<file path="src/hrd_pkg.sv">
// ----------------------------------------------------------------------------
// hrd_pkg
// Types, constants and helpers shared by the response decoder modules.
// ----------------------------------------------------------------------------
package hrd_pkg;

    localparam int LINE_BYTES   = 256;
    localparam int RETRY_BYTES  = 32;
    localparam int LENGTH_LIMIT = 16384;
    localparam int LEN_W        = $clog2(LINE_BYTES + 1);
    localparam int LEFT_W       = $clog2(LENGTH_LIMIT + 1);

    localparam logic [1:0] ERR_NONE      = 2'd0;
    localparam logic [1:0] ERR_MALFORMED = 2'd1;
    localparam logic [1:0] ERR_TOO_LARGE = 2'd2;

    localparam logic CFG_HDR_LIMIT = 1'b0;
    localparam logic CFG_BODY_CAP  = 1'b1;

    localparam logic [15:0] HDR_LIMIT_RST = 16'd8192;
    localparam logic [15:0] BODY_CAP_RST  = 16'd16384;

    localparam logic [135:0] LIT_HTTP     = "HTTP/1.1 ";
    localparam logic [135:0] LIT_CL       = "content-length";
    localparam logic [135:0] LIT_TE       = "transfer-encoding";
    localparam logic [135:0] LIT_CE       = "content-encoding";
    localparam logic [135:0] LIT_RA       = "retry-after";
    localparam logic [135:0] LIT_CHUNKED  = "chunked";
    localparam logic [135:0] LIT_IDENTITY = "identity";
    localparam logic [4:0]   LEN_HTTP     = 5'd9;
    localparam logic [4:0]   LEN_CL       = 5'd14;
    localparam logic [4:0]   LEN_TE       = 5'd17;
    localparam logic [4:0]   LEN_CE       = 5'd16;
    localparam logic [4:0]   LEN_RA       = 5'd11;
    localparam logic [4:0]   LEN_CHUNKED  = 5'd7;
    localparam logic [4:0]   LEN_IDENTITY = 5'd8;

    typedef enum logic [3:0] {
        PH_STATUS     = 4'd0,
        PH_HEADERS    = 4'd1,
        PH_CHUNK_SIZE = 4'd2,
        PH_CHUNK_DATA = 4'd3,
        PH_CHUNK_CR   = 4'd4,
        PH_CHUNK_LF   = 4'd5,
        PH_TRAILERS   = 4'd6,
        PH_FIXED      = 4'd7,
        PH_CLOSE      = 4'd8,
        PH_DONE       = 4'd9
    } t_phase;

    typedef struct packed {
        logic       op;
        logic [7:0] b;
        logic [7:0] lc;
        logic       is_cr;
        logic       is_lf;
        logic       is_ws;
        logic       is_ctrl;
        logic       is_name;
        logic       is_digit;
        logic [3:0] dval;
        logic       is_hex;
        logic [3:0] hval;
    } t_item;

    typedef struct packed {
        logic       valid;
        logic       full;
    } t_qstat;

    typedef struct packed {
        logic              colon;
        logic              name_bad;
        logic [3:0]        nm;
        logic              val_on;
        logic [LEN_W-1:0]  pend;
        logic [LEN_W-1:0]  vlen;
        logic [1:0]        cl_evt;
        logic [LEFT_W-1:0] cl_acc;
        logic              te_ok;
        logic              ce_ok;
        logic              st_ok;
        logic [9:0]        code;
        logic              semi;
        logic [3:0]        ck_cnt;
        logic [1:0]        ck_evt;
        logic [LEFT_W-1:0] ck_acc;
    } t_line;

    localparam t_line LINE_INIT = '{
        colon: 1'b0, name_bad: 1'b0, nm: 4'b1111, val_on: 1'b0,
        pend: '0, vlen: '0, cl_evt: ERR_NONE, cl_acc: '0,
        te_ok: 1'b1, ce_ok: 1'b1, st_ok: 1'b1, code: '0,
        semi: 1'b0, ck_cnt: '0, ck_evt: ERR_NONE, ck_acc: '0
    };

    typedef struct packed {
        logic       body_valid;
        logic [7:0] body_byte;
        logic [9:0] status_code;
        logic [1:0] error_code;
        logic       message_done;
        logic       end_ok;
    } t_res;

    // true when c equals character pos of a right-aligned literal of length len
    function automatic logic lit_eq(input logic [135:0] lit, input logic [4:0] len,
                                    input logic [LEN_W-1:0] pos, input logic [7:0] c);
        logic [4:0] k;
        logic [7:0] sel;
        k   = len - pos[4:0] - 5'd1;
        sel = lit[{k, 3'b000} +: 8];
        return (pos < LEN_W'(len)) && (c == sel);
    endfunction

endpackage

</file>
<file path="src/http_response_decoder_core.sv">
// ----------------------------------------------------------------------------
// http_response_decoder_core
// Byte-serial HTTP/1.x response decoder with body byte output.
//
//  channel  | direction | tdata                          | tuser
//  s_axis   | in        | data_byte[7:0]                 | op
//  m_axis   | out       | body_byte, status_code,        | body_valid
//           |           | error_code, message_done,      |
//           |           | end_ok                         |
//  i_cfg_*  | in        | 0 header_byte_limit, 1 body_capacity
//
// one item per cycle unless output stalls; items pass the queue, then the result register
// the parser evaluates a whole line in the cycle of its lf byte
// a two-entry queue lets input continue while the output is stalled
// reset is synchronous; limits return to 8192 and 16384 header and body bytes
// ----------------------------------------------------------------------------
module http_response_decoder_core import hrd_pkg::*; (
    input  logic        i_clk,
    input  logic        i_rst_n,
    input  logic        s_axis_tvalid,
    output logic        s_axis_tready,
    input  logic [7:0]  s_axis_tdata,   // data_byte
    input  logic [0:0]  s_axis_tuser,   // op
    output logic        m_axis_tvalid,
    input  logic        m_axis_tready,
    output logic [23:0] m_axis_tdata,   // body_byte, status_code, error_code, message_done,
                                        // end_ok, zero fill
    output logic [0:0]  m_axis_tuser,   // body_valid
    input  logic        i_cfg_we,
    input  logic        i_cfg_idx,
    input  logic [15:0] i_cfg_data
);

    logic [15:0] r_hdr_limit;
    logic [15:0] r_body_cap;
    t_qstat      q_stat;
    t_item       f_item;
    t_item       q_item;
    logic        f_push;
    logic        b_pop;
    t_res        b_res;

    always_ff @(posedge i_clk) begin
        if (!i_rst_n) begin
            r_hdr_limit <= HDR_LIMIT_RST;
            r_body_cap  <= BODY_CAP_RST;
        end else if (i_cfg_we) begin
            if (i_cfg_idx == CFG_HDR_LIMIT) r_hdr_limit <= i_cfg_data;
            if (i_cfg_idx == CFG_BODY_CAP)  r_body_cap  <= i_cfg_data;
        end
    end

    hrd_front u_front (
        .i_valid (s_axis_tvalid),
        .o_ready (s_axis_tready),
        .i_op    (s_axis_tuser[0]),
        .i_byte  (s_axis_tdata),
        .i_qstat (q_stat),
        .o_push  (f_push),
        .o_item  (f_item)
    );

    hrd_queue u_queue (
        .i_clk   (i_clk),
        .i_rst_n (i_rst_n),
        .i_push  (f_push),
        .i_item  (f_item),
        .i_pop   (b_pop),
        .o_item  (q_item),
        .o_qstat (q_stat)
    );

    hrd_back u_back (
        .i_clk       (i_clk),
        .i_rst_n     (i_rst_n),
        .i_qstat     (q_stat),
        .i_item      (q_item),
        .o_pop       (b_pop),
        .i_hdr_limit (r_hdr_limit),
        .i_body_cap  (r_body_cap),
        .o_valid     (m_axis_tvalid),
        .i_ready     (m_axis_tready),
        .o_res       (b_res)
    );

    assign m_axis_tuser = b_res.body_valid;
    assign m_axis_tdata = {2'b00, b_res.end_ok, b_res.message_done, b_res.error_code,
                           b_res.status_code, b_res.body_byte};

    a_no_push_when_full: assert property (@(posedge i_clk) disable iff (!i_rst_n)
        q_stat.full |-> !f_push)
        else $error("item pushed into full queue");

    a_body_without_error: assert property (@(posedge i_clk) disable iff (!i_rst_n)
        (m_axis_tvalid && m_axis_tuser[0]) |-> (m_axis_tdata[19:18] == ERR_NONE))
        else $error("body item carries an error");

    a_end_ok_done: assert property (@(posedge i_clk) disable iff (!i_rst_n)
        (m_axis_tvalid && m_axis_tdata[21]) |-> m_axis_tdata[20])
        else $error("end_ok without message_done");

endmodule

</file>
<file path="src/hrd_front.sv">
// ----------------------------------------------------------------------------
// hrd_front
// Accepts input items and classifies the byte for the parser.
// ----------------------------------------------------------------------------
module hrd_front import hrd_pkg::*; (
    input  logic       i_valid,
    output logic       o_ready,
    input  logic       i_op,
    input  logic [7:0] i_byte,
    input  t_qstat     i_qstat,
    output logic       o_push,
    output t_item      o_item
);

    logic [7:0] b;
    logic       upper;
    logic       lower;
    logic       digit;

    assign b     = i_byte;
    assign upper = (b >= "A") && (b <= "Z");
    assign lower = (b >= "a") && (b <= "z");
    assign digit = (b >= "0") && (b <= "9");

    assign o_ready = !i_qstat.full;
    assign o_push  = i_valid && !i_qstat.full;

    always_comb begin
        o_item          = '0;
        o_item.op       = i_op;
        o_item.b        = b;
        o_item.lc       = upper ? (b + 8'd32) : b;
        o_item.is_cr    = (b == 8'h0d);
        o_item.is_lf    = (b == 8'h0a);
        o_item.is_ws    = (b == " ") || (b == 8'h09);
        o_item.is_ctrl  = (b < 8'd32) && (b != 8'h09);
        o_item.is_name  = upper || lower || digit || (b == "-");
        o_item.is_digit = digit;
        o_item.dval     = b[3:0];
        o_item.is_hex   = digit || ((b >= "a") && (b <= "f")) || ((b >= "A") && (b <= "F"));
        o_item.hval     = digit ? b[3:0] : (b[3:0] + 4'd9);
    end

endmodule

</file>
<file path="src/hrd_queue.sv">
// ----------------------------------------------------------------------------
// hrd_queue
// Two-entry item queue between the front and the parser.
// ----------------------------------------------------------------------------
module hrd_queue import hrd_pkg::*; (
    input  logic   i_clk,
    input  logic   i_rst_n,
    input  logic   i_push,
    input  t_item  i_item,
    input  logic   i_pop,
    output t_item  o_item,
    output t_qstat o_qstat
);

    t_item      r_mem [2];
    logic       r_wp;
    logic       r_rp;
    logic [1:0] r_cnt;

    always_ff @(posedge i_clk) begin
        if (i_push) begin
            r_mem[r_wp] <= i_item;
        end
    end

    always_ff @(posedge i_clk) begin
        if (!i_rst_n) begin
            r_wp  <= 1'b0;
            r_rp  <= 1'b0;
            r_cnt <= 2'd0;
        end else begin
            if (i_push) begin
                r_wp <= !r_wp;
            end
            if (i_pop) begin
                r_rp <= !r_rp;
            end
            r_cnt <= r_cnt + 2'(i_push) - 2'(i_pop);
        end
    end

    assign o_item        = r_mem[r_rp];
    assign o_qstat.valid = (r_cnt != 2'd0);
    assign o_qstat.full  = (r_cnt == 2'd2);

endmodule

</file>
<file path="src/hrd_back.sv">
// ----------------------------------------------------------------------------
// hrd_back
// Response parser: line checks, header actions, body framing, result register.
// ----------------------------------------------------------------------------
module hrd_back import hrd_pkg::*; (
    input  logic        i_clk,
    input  logic        i_rst_n,
    input  t_qstat      i_qstat,
    input  t_item       i_item,
    output logic        o_pop,
    input  logic [15:0] i_hdr_limit,
    input  logic [15:0] i_body_cap,
    output logic        o_valid,
    input  logic        i_ready,
    output t_res        o_res
);

    t_phase            r_phase, n_phase;
    logic              r_cr, n_cr;
    logic [LEN_W-1:0]  r_len, n_len;
    logic [LEFT_W-1:0] r_left, n_left;
    logic [15:0]       r_hdr, n_hdr;
    logic [15:0]       r_body, n_body;
    logic              r_chunked, n_chunked;
    logic              r_given, n_given;
    logic              r_retry, n_retry;
    logic [9:0]        r_status, n_status;
    logic [1:0]        r_err, n_err;
    t_line             r_ln, n_ln;
    logic              r_out_valid;
    t_res              r_out, n_out;

    t_item             it;
    logic [LEN_W-1:0]  idx;
    logic [1:0]        evt;
    logic [17:0]       dec;
    logic [18:0]       hex;
    logic [LEFT_W-1:0] left_dec;

    assign it    = i_item;
    assign o_pop = i_qstat.valid && (!r_out_valid || i_ready);

    always_comb begin
        n_phase   = r_phase;
        n_cr      = r_cr;
        n_len     = r_len;
        n_left    = r_left;
        n_hdr     = r_hdr;
        n_body    = r_body;
        n_chunked = r_chunked;
        n_given   = r_given;
        n_retry   = r_retry;
        n_status  = r_status;
        n_err     = r_err;
        n_ln      = r_ln;
        n_out     = '0;
        idx       = '0;
        evt       = ERR_NONE;
        dec       = '0;
        hex       = '0;
        left_dec  = '0;
        if (o_pop) begin
            if (it.op) begin
                if (r_err == ERR_NONE) begin
                    if (r_phase == PH_CLOSE) begin
                        n_phase = PH_DONE;
                    end else if (r_phase != PH_DONE) begin
                        n_err = ERR_MALFORMED;
                    end
                end
                n_out.end_ok = (n_phase == PH_DONE) && (n_err == ERR_NONE);
            end else if (r_err == ERR_NONE) begin
                case (r_phase)
                    PH_DONE: begin
                        n_err = ERR_MALFORMED;
                    end
                    PH_FIXED, PH_CLOSE, PH_CHUNK_DATA: begin
                        if (r_body >= i_body_cap) begin
                            n_err = ERR_TOO_LARGE;
                        end else begin
                            n_body           = r_body + 16'd1;
                            n_out.body_valid = 1'b1;
                            n_out.body_byte  = it.b;
                            if (r_phase != PH_CLOSE) begin
                                left_dec = (r_left != '0) ? (r_left - LEFT_W'(1)) : '0;
                                n_left   = left_dec;
                                if (left_dec == '0) begin
                                    n_phase = (r_phase == PH_FIXED) ? PH_DONE : PH_CHUNK_CR;
                                end
                            end
                        end
                    end
                    PH_CHUNK_CR: begin
                        if (!it.is_cr) n_err = ERR_MALFORMED;
                        else n_phase = PH_CHUNK_LF;
                    end
                    PH_CHUNK_LF: begin
                        if (!it.is_lf) n_err = ERR_MALFORMED;
                        else n_phase = PH_CHUNK_SIZE;
                    end
                    default: begin
                        if (r_hdr >= i_hdr_limit) begin
                            n_err = ERR_TOO_LARGE;
                        end else begin
                            n_hdr = r_hdr + 16'd1;
                            if (r_cr) begin
                                if (!it.is_lf) begin
                                    n_err = ERR_MALFORMED;
                                end else begin
                                    n_cr  = 1'b0;
                                    n_len = '0;
                                    n_ln  = LINE_INIT;
                                    if (r_phase == PH_STATUS) begin
                                        if (!r_ln.st_ok || (r_len < LEN_W'(12)) ||
                                            (r_ln.code < 10'd200) || (r_ln.code > 10'd599)) begin
                                            n_err = ERR_MALFORMED;
                                        end else begin
                                            n_status = r_ln.code;
                                            n_phase  = PH_HEADERS;
                                        end
                                    end else if (r_phase == PH_CHUNK_SIZE) begin
                                        if ((r_ln.ck_cnt == 4'd0) || (r_ln.ck_cnt > 4'd8)) begin
                                            n_err = ERR_MALFORMED;
                                        end else if (r_ln.ck_evt != ERR_NONE) begin
                                            n_err = r_ln.ck_evt;
                                        end else begin
                                            n_left  = r_ln.ck_acc;
                                            n_phase = (r_ln.ck_acc != '0) ? PH_CHUNK_DATA
                                                                          : PH_TRAILERS;
                                        end
                                    end else if (r_len == '0) begin
                                        if (r_phase == PH_TRAILERS) n_phase = PH_DONE;
                                        else if (r_chunked && r_given) n_err = ERR_MALFORMED;
                                        else if (r_chunked) n_phase = PH_CHUNK_SIZE;
                                        else if (r_given) begin
                                            n_phase = (r_left != '0) ? PH_FIXED : PH_DONE;
                                        end else n_phase = PH_CLOSE;
                                    end else if (!r_ln.colon || r_ln.name_bad) begin
                                        n_err = ERR_MALFORMED;
                                    end else if (r_phase == PH_HEADERS) begin
                                        if (r_ln.nm[0]) begin
                                            if (r_given || (r_ln.vlen == '0) ||
                                                (r_ln.vlen > LEN_W'(10))) begin
                                                n_err = ERR_MALFORMED;
                                            end else begin
                                                n_given = 1'b1;
                                                if (r_ln.cl_evt != ERR_NONE) n_err = r_ln.cl_evt;
                                                else n_left = r_ln.cl_acc;
                                            end
                                        end else if (r_ln.nm[1]) begin
                                            if (r_chunked || !r_ln.te_ok ||
                                                (r_ln.vlen != LEN_W'(LEN_CHUNKED))) begin
                                                n_err = ERR_MALFORMED;
                                            end else begin
                                                n_chunked = 1'b1;
                                            end
                                        end else if (r_ln.nm[2]) begin
                                            if (!r_ln.ce_ok ||
                                                (r_ln.vlen != LEN_W'(LEN_IDENTITY))) begin
                                                n_err = ERR_MALFORMED;
                                            end
                                        end else if (r_ln.nm[3]) begin
                                            if (r_retry || (r_ln.vlen > LEN_W'(RETRY_BYTES))) begin
                                                n_err = ERR_MALFORMED;
                                            end else begin
                                                n_retry = 1'b1;
                                            end
                                        end
                                    end
                                end
                            end else if (it.is_cr) begin
                                n_cr = 1'b1;
                            end else if (it.is_ctrl || (r_len >= LEN_W'(LINE_BYTES))) begin
                                n_err = ERR_MALFORMED;
                            end else begin
                                n_len = r_len + LEN_W'(1);
                                // status line fields
                                if (r_len < LEN_W'(9)) begin
                                    n_ln.st_ok = r_ln.st_ok &&
                                        (lit_eq(LIT_HTTP, LEN_HTTP, r_len, it.b) ||
                                         ((r_len == LEN_W'(7)) && (it.b == "0")));
                                end else if (r_len < LEN_W'(12)) begin
                                    n_ln.st_ok = r_ln.st_ok && it.is_digit;
                                    n_ln.code  = 10'({r_ln.code, 3'b000}) +
                                                 10'({r_ln.code, 1'b0}) + 10'(it.dval);
                                end else if (r_len == LEN_W'(12)) begin
                                    n_ln.st_ok = r_ln.st_ok && (it.b == " ");
                                end
                                // chunk size
                                if (!r_ln.semi) begin
                                    if (it.b == ";") begin
                                        n_ln.semi = 1'b1;
                                    end else begin
                                        if (r_ln.ck_cnt != 4'd9) n_ln.ck_cnt = r_ln.ck_cnt + 4'd1;
                                        if (r_ln.ck_evt == ERR_NONE) begin
                                            hex = {r_ln.ck_acc, 4'b0000} + 19'(it.hval);
                                            if (!it.is_hex) n_ln.ck_evt = ERR_MALFORMED;
                                            else if (hex > 19'(LENGTH_LIMIT)) begin
                                                n_ln.ck_evt = ERR_TOO_LARGE;
                                            end else n_ln.ck_acc = hex[LEFT_W-1:0];
                                        end
                                    end
                                end
                                // header name and value
                                if (!r_ln.colon) begin
                                    if (it.b == ":") begin
                                        n_ln.colon = 1'b1;
                                        if (r_len == '0) n_ln.name_bad = 1'b1;
                                        n_ln.nm[0] = r_ln.nm[0] && (r_len == LEN_W'(LEN_CL));
                                        n_ln.nm[1] = r_ln.nm[1] && (r_len == LEN_W'(LEN_TE));
                                        n_ln.nm[2] = r_ln.nm[2] && (r_len == LEN_W'(LEN_CE));
                                        n_ln.nm[3] = r_ln.nm[3] && (r_len == LEN_W'(LEN_RA));
                                    end else begin
                                        if (!it.is_name) n_ln.name_bad = 1'b1;
                                        n_ln.nm[0] = r_ln.nm[0] && lit_eq(LIT_CL, LEN_CL, r_len, it.lc);
                                        n_ln.nm[1] = r_ln.nm[1] && lit_eq(LIT_TE, LEN_TE, r_len, it.lc);
                                        n_ln.nm[2] = r_ln.nm[2] && lit_eq(LIT_CE, LEN_CE, r_len, it.lc);
                                        n_ln.nm[3] = r_ln.nm[3] && lit_eq(LIT_RA, LEN_RA, r_len, it.lc);
                                    end
                                end else if (it.is_ws) begin
                                    if (r_ln.val_on) n_ln.pend = r_ln.pend + LEN_W'(1);
                                end else begin
                                    idx = r_ln.vlen + r_ln.pend;
                                    evt = r_ln.cl_evt;
                                    if (r_ln.pend != '0) begin
                                        n_ln.te_ok = 1'b0;
                                        n_ln.ce_ok = 1'b0;
                                        if (evt == ERR_NONE) evt = ERR_MALFORMED;
                                    end
                                    n_ln.te_ok = n_ln.te_ok &&
                                                 lit_eq(LIT_CHUNKED, LEN_CHUNKED, idx, it.b);
                                    n_ln.ce_ok = n_ln.ce_ok &&
                                                 lit_eq(LIT_IDENTITY, LEN_IDENTITY, idx, it.b);
                                    if (evt == ERR_NONE) begin
                                        dec = 18'(r_ln.cl_acc) * 18'd10 + 18'(it.dval);
                                        if (!it.is_digit) evt = ERR_MALFORMED;
                                        else if (dec > 18'(LENGTH_LIMIT)) evt = ERR_TOO_LARGE;
                                        else n_ln.cl_acc = dec[LEFT_W-1:0];
                                    end
                                    n_ln.cl_evt = evt;
                                    n_ln.vlen   = idx + LEN_W'(1);
                                    n_ln.pend   = '0;
                                    n_ln.val_on = 1'b1;
                                end
                            end
                        end
                    end
                endcase
            end
        end
        n_out.status_code  = n_status;
        n_out.error_code   = n_err;
        n_out.message_done = (n_phase == PH_DONE) && (n_err == ERR_NONE);
    end

    always_ff @(posedge i_clk) begin
        if (!i_rst_n) begin
            r_phase     <= PH_STATUS;
            r_cr        <= 1'b0;
            r_len       <= '0;
            r_left      <= '0;
            r_hdr       <= '0;
            r_body      <= '0;
            r_chunked   <= 1'b0;
            r_given     <= 1'b0;
            r_retry     <= 1'b0;
            r_status    <= '0;
            r_err       <= ERR_NONE;
            r_ln        <= LINE_INIT;
            r_out_valid <= 1'b0;
        end else begin
            if (o_pop) begin
                r_phase   <= n_phase;
                r_cr      <= n_cr;
                r_len     <= n_len;
                r_left    <= n_left;
                r_hdr     <= n_hdr;
                r_body    <= n_body;
                r_chunked <= n_chunked;
                r_given   <= n_given;
                r_retry   <= n_retry;
                r_status  <= n_status;
                r_err     <= n_err;
                r_ln      <= n_ln;
            end
            if (o_pop) begin
                r_out_valid <= 1'b1;
            end else if (i_ready) begin
                r_out_valid <= 1'b0;
            end
        end
    end

    always_ff @(posedge i_clk) begin
        if (o_pop) begin
            r_out <= n_out;
        end
    end

    assign o_valid = r_out_valid;
    assign o_res   = r_out;

endmodule
</file>
<file path="config.mk">
export PLATFORM = sky130hd
export DESIGN_NAME = http_response_decoder_core
export DESIGN_NICKNAME = d
export VERILOG_FILES = /design/src/hrd_pkg.sv /design/src/http_response_decoder_core.sv /design/src/hrd_front.sv /design/src/hrd_queue.sv /design/src/hrd_back.sv
export SDC_FILE = /design/constraint.sdc
export NUM_CORES = 1
export LEC_CHECK = 0
export BUFFER_PORTS_ARGS = -buffer_cell sky130_fd_sc_hd__buf_2
export CORE_MARGIN = 1
export CORE_UTILIZATION = 39
export DETAILED_ROUTE_END_ITERATION = 7
export SLEW_MARGIN = 5
export SYNTH_ARGS = -nofsm -noshare
export SYNTH_HDL_FRONTEND = slang
export SYNTH_HIERARCHICAL = 1
export SYNTH_SLANG_ARGS = --single-unit
</file>
<file path="constraint.sdc">
create_clock -name i_clk -period 6.6 [get_ports i_clk]
set_input_delay 1.32 -clock i_clk [delete_from_list [all_inputs] [get_ports i_clk]]
set_output_delay 1.32 -clock i_clk [all_outputs]
set_load 0.1 [all_outputs]
</file>
# ---- Word level (Yosys, flattened, before mapping)
# Memory sizes are Yosys's and may differ from the RTL's. A register that Yosys moved wholly into a read port is not among the register bits.
# Index checks and enable logic that the tools add are counted.
dict set report word_totals {
  register_bits 213
  mem_count 1
  latch_bits 0
  ramBits 64
  input_bits 31
  elab_cells 464
  mem_bits_ro 0
}
dict set report classes {
  shifts 7
  n_eq_ne 64
  bitwise 18
  addsub 30
  reduce_logical 114
  multipliers 1
  order_cmp 27
  n_mux 163
  div_mod_pow 0
}
# name depth word_bits rd rd_ports_with_merged_regs wr line_no
set mem_list {}
lappend mem_list {u_queue.r_mem 2 32 1 1 1 hrd_queue.sv:15} ;# t_item r_mem [2];
# op count
set ops {}
lappend ops {{$shiftx 136x9->8 const A} 7}
lappend ops {{$mux 15} 21}
lappend ops {{$mux 77} 4}
lappend ops {{$mux 2} 63}
lappend ops {{$mux 4} 29}
lappend ops {{$mux 10} 10}
lappend ops {{$mux 9} 7}
lappend ops {{$eq 8x8->1} 7}
lappend ops {{$eq 8x6->1 const B} 6}
lappend ops {{$lt 9x4->1 const B} 5}
lappend ops {{$mux 38} 1}
lappend ops {{$sub 5x1->5 const B} 7}
lappend ops {{$add 16x1->16 const B} 2}
lappend ops {{$ge 16x16->1} 2}
lappend ops {{$le 8x7->1 const B} 4}
lappend ops {{$logic_and 1x1->1} 32}
lappend ops {{$pmux 15 s2} 1}
lappend ops {{$reduce_and 10->1} 3}
lappend ops {{$reduce_bool 15->1} 2}
lappend ops {{$mux 28} 1}
lappend ops {{$add 9x1->9 const B} 3}
lappend ops {{$eq 9x4->1 const B} 3}
lappend ops {{$reduce_and 13->1} 2}
lappend ops {{$reduce_bool 2->1} 13}
lappend ops {{79 further kinds} 189}

# ---- Logic depth before layout (Yosys ltp)
# Gate-level depths: netlist (run 1).
dict set report logic_depth {
  word_depth 21
  ltp_mapped 17
}

# ---- Cells and area by module
# The synthesis (run 1) kept the hierarchy.
# mod area_per_inst_um2 cells_each seq_area_each_um2 instances
set by_module_without_submodules {}
lappend by_module_without_submodules {hrd_back 14174.8 1807 3773.6 1}
lappend by_module_without_submodules {hrd_queue 2693.8 121 2021.9 1}
lappend by_module_without_submodules {http_response_decoder_core 1261.2 128 640.6 1}
lappend by_module_without_submodules {hrd_front 620.6 88 0.0 1}

# ---- Worst setup path before layout (run 1)
# No wires, ideal clock.
dict set report synth_path {
  path_kind {register -> register}
  startpoint {register u_back/r_ln[36] in the netlist's numbering}
  endpoint {register u_back/r_ln[47] in the netlist's numbering}
  path_slack_ns 2.716
  setup_ns 0.074
  arrival_ns 3.810
  synth_period_minus_slack_ns 3.884
  path_buffers 1
  path_stages_with_launch 15
  cell_sequence {dfxtp_1 -> ha_1 -> ha_1 -> fa_1 -> a211oi_2 -> o21ai_1 -> a21boi_2 -> xor2_1 -> or3_1 -> or3_1 -> xnor2_2 -> and4_4 -> buf_6 -> or3b_1 -> a31oi_1}
}
dict set report synth_via {
  elab_chain_cells 10
  word_cells_on_any_way 13
  cone_classes {add/sub (1); mul (1); order compare (1); eq/ne (1); mux (8); reduce/logical (1)}
}
# element line_no
set synth_lines {}
lappend synth_lines {{from (decl)} hrd_back.sv:29} ;# t_line r_ln, n_ln;
lappend synth_lines {{from (signal assigned)} hrd_back.sv:284} ;# r_ln <= n_ln;
lappend synth_lines {{$mul 15x3->17 *} hrd_back.sv:235} ;# dec = 18'(r_ln.cl_acc) * 18'd10 + 18'(it.dval);
lappend synth_lines {{$add 18x4->18 *} hrd_back.sv:235}
lappend synth_lines {{branches (longest 8 deep; another with $gt 18x15->1)} --}
# Mark *: on every way between the ends. The select of a mux whose other input is x is not followed.
# A chain may end at the register's enable or synchronous reset.

# ---- Worst setup path in the final report (run 1)
dict set report layout_path {
  startpoint {register u_back/r_ln[36] in the netlist's numbering}
  endpoint {register u_back/r_ln[41] in the netlist's numbering}
}
# The elaborated chain is that of the path after synthesis.

==> impl_metrics.toml, run 1 <==
[outcome]
status = "finished clean"

[worst_setup_path]
r2r_cells = 13
crit_end = "u_back/r_ln[41]"
cp-end-kind = "register"
r2r_end = "u_back/r_ln[41]"
critPathArrivalTime_ns = 4.85
r2r_slack_ns = 2.21
rr_startpoint = "u_back/r_ln[36]"
criticalPathCategory = "register to register"
cp.required_ns = 7.06
crit_path_start_kind = "register"
crit_path_start = "u_back/r_ln[36]"
crit_fanout = 29

[grt]
grt_max_degree = 85
grt_pass1_vias = 14800
antenna_found_initial = 2
grt_first_pass_wirelength_mm = 78.4
track_usage_pct = 19.6
grt-ovfl-total = 0

[timing]
finClkSkew_ns = 0.0195
fin_hold_ws_ns = 0.440
hold_viol = 0
fin_crit_sh_pct = 66.6
setup_violations = 0
min_period_ns = 4.39
fmax_ghz = 0.228
rsz0062_at_grt = "no"
worstMarginPinSlew_ns = 1.15
slew_viol_final = 0
setup_ws_ns = 2.21
setup_tns_ns = 0
max_slew_margin_pct = 23.3

[run]
maxCapViolations = 0

[pwr]
vdd_ir_drop_max_uv = 305
p_leak_uw = 0.00787
p_per_area_mw_per_mm2 = 309
p_total_uw = 6290

[cts]
cts.sinks = 278
clockBufferDepth = 3
cts_hold_buf = 0
cts_inserted_buffers = 35
cts.htree.levels = 2
clkTransAtPathRegs_ns = 0.06
ctsResizeCount = 0
insertion_delay_ns = 0.55
cts-root-buf = "clkbuf_16"
tritoncts = "yes"
cts_setup_buffers = 0

[placement]
gp_congestion = 0.914
dp_hpwl_mm = 34.9
place_area_mm2 = 0.0192
portBuffers = 55
dp_slack_ns = 2.30

[detailed_routing]
routed_wire_length_per_instance_um = 17.7
drt_pass1_iterations = 6
drcViolationCount = 0
via_count = 15600
avgViaCountPerCell = 5.67
wirelength_mm = 48.9
drt_iter0_markers = 1186
antenna_left = 0

[die]
start_util_pct = 39.9
ioPinCount = 58
core_mm2 = 0.0470
rows = 79
die_y_um = 221
die_area_mm2 = 0.0490
fp.dieW_um = 221

[layout]
fin_nets = 2295
area_growth_syn_to_layout_pct = 8.64
drive_gt1_share_pct = 9.86
stdcell_area_mm2 = 0.0204
antennaDiodeCount = 0

[synth]
synth_area_per_cell_um2 = 8.75
synth.distinct_cells = 96
synthCells = 2144
ys_ff_latch = 278
synth_edf_count = 87
synth_area_leader_cell = "dfxtp_1"
async_flop_share_pct = 0
synth_area_leaders = "dfxtp_1 (20%), edfxtp_1 (14%), ha_1 (8.8%)"
synthFlopType = "dfxtp_1"
syn_area_mm2 = 0.0188
yosys_warnings = 6
synth_top_area_share_pct = 20.4
yosysSeqAreaShare_pct = 34.3

[worst_hold_path]
hold_path.class = "register to register"
## worst min path at each step
stage / from / end / slack (ns) / cells after the start
floorplan: u_back/r_ln[70] / u_back/r_ln[70] / 0.41 / 2
global placement: u_back/r_ln[70] / u_back/r_ln[70] / 0.42 / 2
detailed placement: u_back/r_ln[70] / u_back/r_ln[70] / 0.43 / 2
CTS: u_back/r_ln[70] / u_back/r_ln[70] / 0.44 / 2
global route: u_back/r_ln[70] / u_back/r_ln[70] / 0.47 / 2
finish: u_back/r_ln[70] / u_back/r_ln[70] / 0.44 / 2
## synth_stat cells, types with 51 or more instances
master / instances
nand2b_1: 51
edfxtp_1: 87
nand2_1: 216
xnor2_1: 70
o21ai_0: 83
clkbuf_1: 77
nor3_1: 78
nor2_1: 162
a21oi_1: 126
inv_1: 96
dfxtp_1: 191
nand3_1: 71
ha_1: 132
mux2i_1: 55
## sequential cells by signal, summed over array words and instances, names as in the netlist, 2 cells and up, named ones only
register,count
r_hdr_limit,16
u_back/r_ln,77
u_queue/r_mem,64
u_back/r_body,16
u_back/r_left,15
u_back/r_err,2
u_back/r_len,9
r_body_cap,16
u_back/o_res,23
u_queue/r_cnt,2
u_back/r_phase,4
u_back/r_status,10
u_back/r_hdr,16
## where the power goes
part           internal (µW)  leakage (µW)  switching, µW  total, µW
Combinational            682       0.00494           1550       2230
Clock                   1140      0.000555            767       1910
Sequential              2010       0.00237            145       2150
Total                   3830       0.00787           2460       6290
## cell usage in the layout (no fill, tap or decap), drive strengths merged, types with 33 or more instances in the layout
| cell | netlist | routed |
|---|---|---|
| mux2 | 46 | 46 |
| nand4 | 37 | 37 |
| xnor2 | 71 | 71 |
| o21ai | 91 | 91 |
| edfxtp | 87 | 87 |
| nor2 | 163 | 163 |
| clkbuf | 77 | 47 |
| nor3 | 80 | 80 |
| ha | 132 | 132 |
| nand3 | 71 | 71 |
| nand2b | 51 | 51 |
| nand2 | 216 | 216 |
| nor2b | 34 | 34 |
| dfxtp | 191 | 191 |
| mux2i | 55 | 55 |
| xor2 | 50 | 50 |
| a31oi | 33 | 33 |
| inv | 98 | 101 |
| nor4 | 33 | 33 |
| buf | 50 | 72 |
| a21oi | 128 | 128 |
## logic make-up (layout without fill, tap and decap cells)
family | Yosys count | in the layout | synth area share, %
simple gates | 832 | 832 | 22.7
buf+inv | 226 | 232 | 5.69
flops | 278 | 278 | 34.3
compound gates | 444 | 444 | 15.5
fa+ha+maj | 137 | 137 | 9.34
mux | 103 | 103 | 6.54
other cells | 1 | 2 | 0.0200
xor+xnor | 123 | 123 | 5.93
## metal layers
layer,GRT usage [%],up-vias,share of wire [%],wire [µm]
li1,-,7661,-,-
met1,26.2,7430,46,22600
met2,31.5,438,45,22100
met3,3.49,108,5.5,2700
met4,7.40,4,3.2,1590
met5,0,-,0.055,27
## layout make-up
class / instances / area, µm²
clock inverters: 14 / 140
multi-input cells: 1641 / 11300
inverters: 99 / 372
clock buffers: 47 / 993
flip-flops and latches: 278 / 6440
repair buffers: 72 / 405
fillers: 4594 / 26600
well taps: 607 / 759
## worst max-delay path, stage by stage, from the launching register on
cell      delay (ns)
dfxtp_1         0.46
ha_1            0.28
ha_1            0.25
fa_1            0.44
a211oi_2        0.44
o21ai_1         0.19
a21boi_2        0.24
xor2_1          0.16
or3_1           0.35
nor4_1          0.38
mux2i_1         0.32
and4_4          0.46
nand4b_1        0.15
a31oi_1         0.18
## metrics by stage
step,instances,utilization [%]
floorplan,2145,-
global placement,2697,41.0
detailed placement,2697,41.0
CTS,2758,43.4
global route,2758,43.4
finish,2758,43.4
Power figures use the tool's default switching activity.
==> run 2, diff against run 1 <==
==> constraint.sdc (replaced) <==
create_clock -name i_clk -period 3.5 [get_ports i_clk]
set_input_delay 0.7 -clock i_clk [delete_from_list [all_inputs] [get_ports i_clk]]
set_output_delay 0.7 -clock i_clk [all_outputs]
set_load 0.1 [all_outputs]
==> run 2 against run 1 <==
  * Via count grew 4.1%
  * Final area up 6.1%
  * Clock-buffer cell count decreased by 3
  * The flow now finishes with violations (setup timing)
  * Worst setup slack worse by 2.4 ns
==> impl_metrics.toml, run 2 (synthesized netlist as in run 1, its figures left out) <==
[placement]
portBuffers = 55
gp_congestion = 0.921
dp.cells = 2801
dp_hpwl_mm = 36.7
dp_slack_ns = -0.302

[worst_setup_path]
criticalPathCategory = "register to register"
cp.required_ns = 3.95
critPathArrivalTime_ns = 4.11
crit_path_start_kind = "register"
cp-end-kind = "register"
crit_fanout = 7

[die]
ioPinCount = 58
rows = 79
die_area_mm2 = 0.0490
core_mm2 = 0.0470
fp.dieW_um = 221
die_y_um = 221
start_util_pct = 39.9

[cts]
tritoncts = "yes"
clockBufferDepth = 3
cts_hold_buf = 0
cts.sinks = 278
cts-root-buf = "clkbuf_16"
insertion_delay_ns = 0.54
cts.htree.levels = 2
cts_inserted_buffers = 34
clkTransAtPathRegs_ns = 0.06

[grt]
use_met3_pct = 2.47
grt-ovfl-total = 0
gr-usage-met1_pct = 27.3
grt_pass1_vias = 15800
grt_max_degree = 78
antenna_found_initial = 0
busiest_layer = "met2"
grt_use_met2_pct = 34.6
track_usage_pct = 20.7
grt_first_pass_wirelength_mm = 83.0

[timing]
finClkSkew_ns = 0.0141
hold_viol = 0
slew_viol_final = 0
fin_crit_sh_pct = 104
setup_violations = 15
min_period_ns = 3.65
worstMarginPinSlew_ns = 1.10
max_slew_margin_pct = 26.3
rsz0062_at_grt = "yes"
fmax_ghz = 0.274
setup_ws_ns = -0.152

[pwr]
p_per_area_mw_per_mm2 = 576
vdd_ir_drop_max_uv = 735
p_leak_uw = 0.00852

[detailed_routing]
via_count = 16300
drt_pass1_iterations = 7
avgViaCountPerCell = 5.67
drt_iter0_markers = 1039
wirelength_mm = 51.8
antenna_left = 0
routed_wire_length_per_instance_um = 18.1
drcViolationCount = 0

[layout]
layout_commonest_cell = "nand2_1"
top_register = "u_back/r_ln"
drive_gt1_share_pct = 16.0
area_growth_syn_to_layout_pct = 15.3
final_cells = 2871
mostFrequentLayoutCells = "nand2_1 (216), dfxtp_1 (187), nor2_1 (161)"
antennaDiodeCount = 0
fin_nets = 2408
largest_reg_flops = 77

[outcome]
status = "complete, but fails checks"
violations = "setup timing"

[run]
maxCapViolations = 0

[worst_hold_path]
hold_path.class = "primary input to register"
run 2: cell types whose count changed in the layout (fill, tap and decap cells not counted), sizes merged:
cell      before  now
clkbuf        47   44
bufinv         2    4
clkinvlp       1    2
buf           72  183
clkinv         9    8
and4           8   11
run 2: per-stage QoR:
| stage | hold WS [ns] | cell area, µm² | utilization [%] | setup TNS [ns] | power (µW) |
|---|---|---|---|---|---|
| 6_report | 0.370 | 21600 | 46.0 | -1.95 | 12400 |
| 5_1_grt | 0.353 | 21600 | 46.0 | -4.61 | 13000 |
| 4_1_cts | 0.343 | 21500 | 45.7 | -1.27 | 12400 |
| 3_5_place_dp | 0.449 | 20100 | 42.8 | -4.15 | 8520 |
| 3_3_place_gp | 0.427 | 20100 | 42.8 | -1.48 | 8450 |
| 2_1_floorplan | 0.415 | 18800 | - | -0.364 | 7400 |
run 2: power breakdown:
group / total (µW) / leakage [µW] / internal [µW] / switching, µW
clock network: 3800 / 0.000587 / 2330 / 1470
logic: 4640 / 0.00556 / 1540 / 3110
registers: 4000 / 0.00237 / 3780 / 217
run 2: per-layer routing:
metal	up-vias	share of wire [%]	routed length, µm
met3	89	4.2	2170
met5	-	0	0
met1	7866	46	23700
met2	416	47	24400
met4	0	3.0	1560
li1	7904	-	-
run 2: repair_timing:
item,4_1_cts,5_1_grt
setup endpoints to repair,16,25
setup buffers,5,2
gates cloned,3,0
pin swaps,12,16
gates resized for setup,16,26
run 2: worst max-delay path, cell delays in order (launching register included):
cell	delay, ns
dfxtp_4	0.36
ha_4	0.24
ha_4	0.16
fa_2	0.37
a211oi_4	0.31
o21ai_2	0.10
a21boi_2	0.20
xor2_2	0.10
or3_4	0.40
nor4_4	0.32
mux2i_1	0.11
buf_4	0.17
and4_4	0.23
or3b_1	0.35
a31oi_1	0.15
run 2: final timing paths:
kind	endpoint	cells after the start	slack (ns)	startpoint
max	u_back/r_ln[39]	14	-0.15	u_back/r_ln[38]
min	u_queue/r_mem[0][31]	1	0.37	s_axis_tuser
max reg2reg	u_back/r_ln[39]	14	-0.15	u_back/r_ln[38]
min reg2reg	r_hdr_limit[5]	2	0.46	r_hdr_limit[5]
run 2: layout make-up:
type	count	area (µm²)
fillers	4526	25300
multi-input cells	1644	11600
flip-flops and latches	278	6450
repair buffers	183	1270
clock buffers	44	1000
well taps	607	759
inverters	99	372
clock inverters	16	199
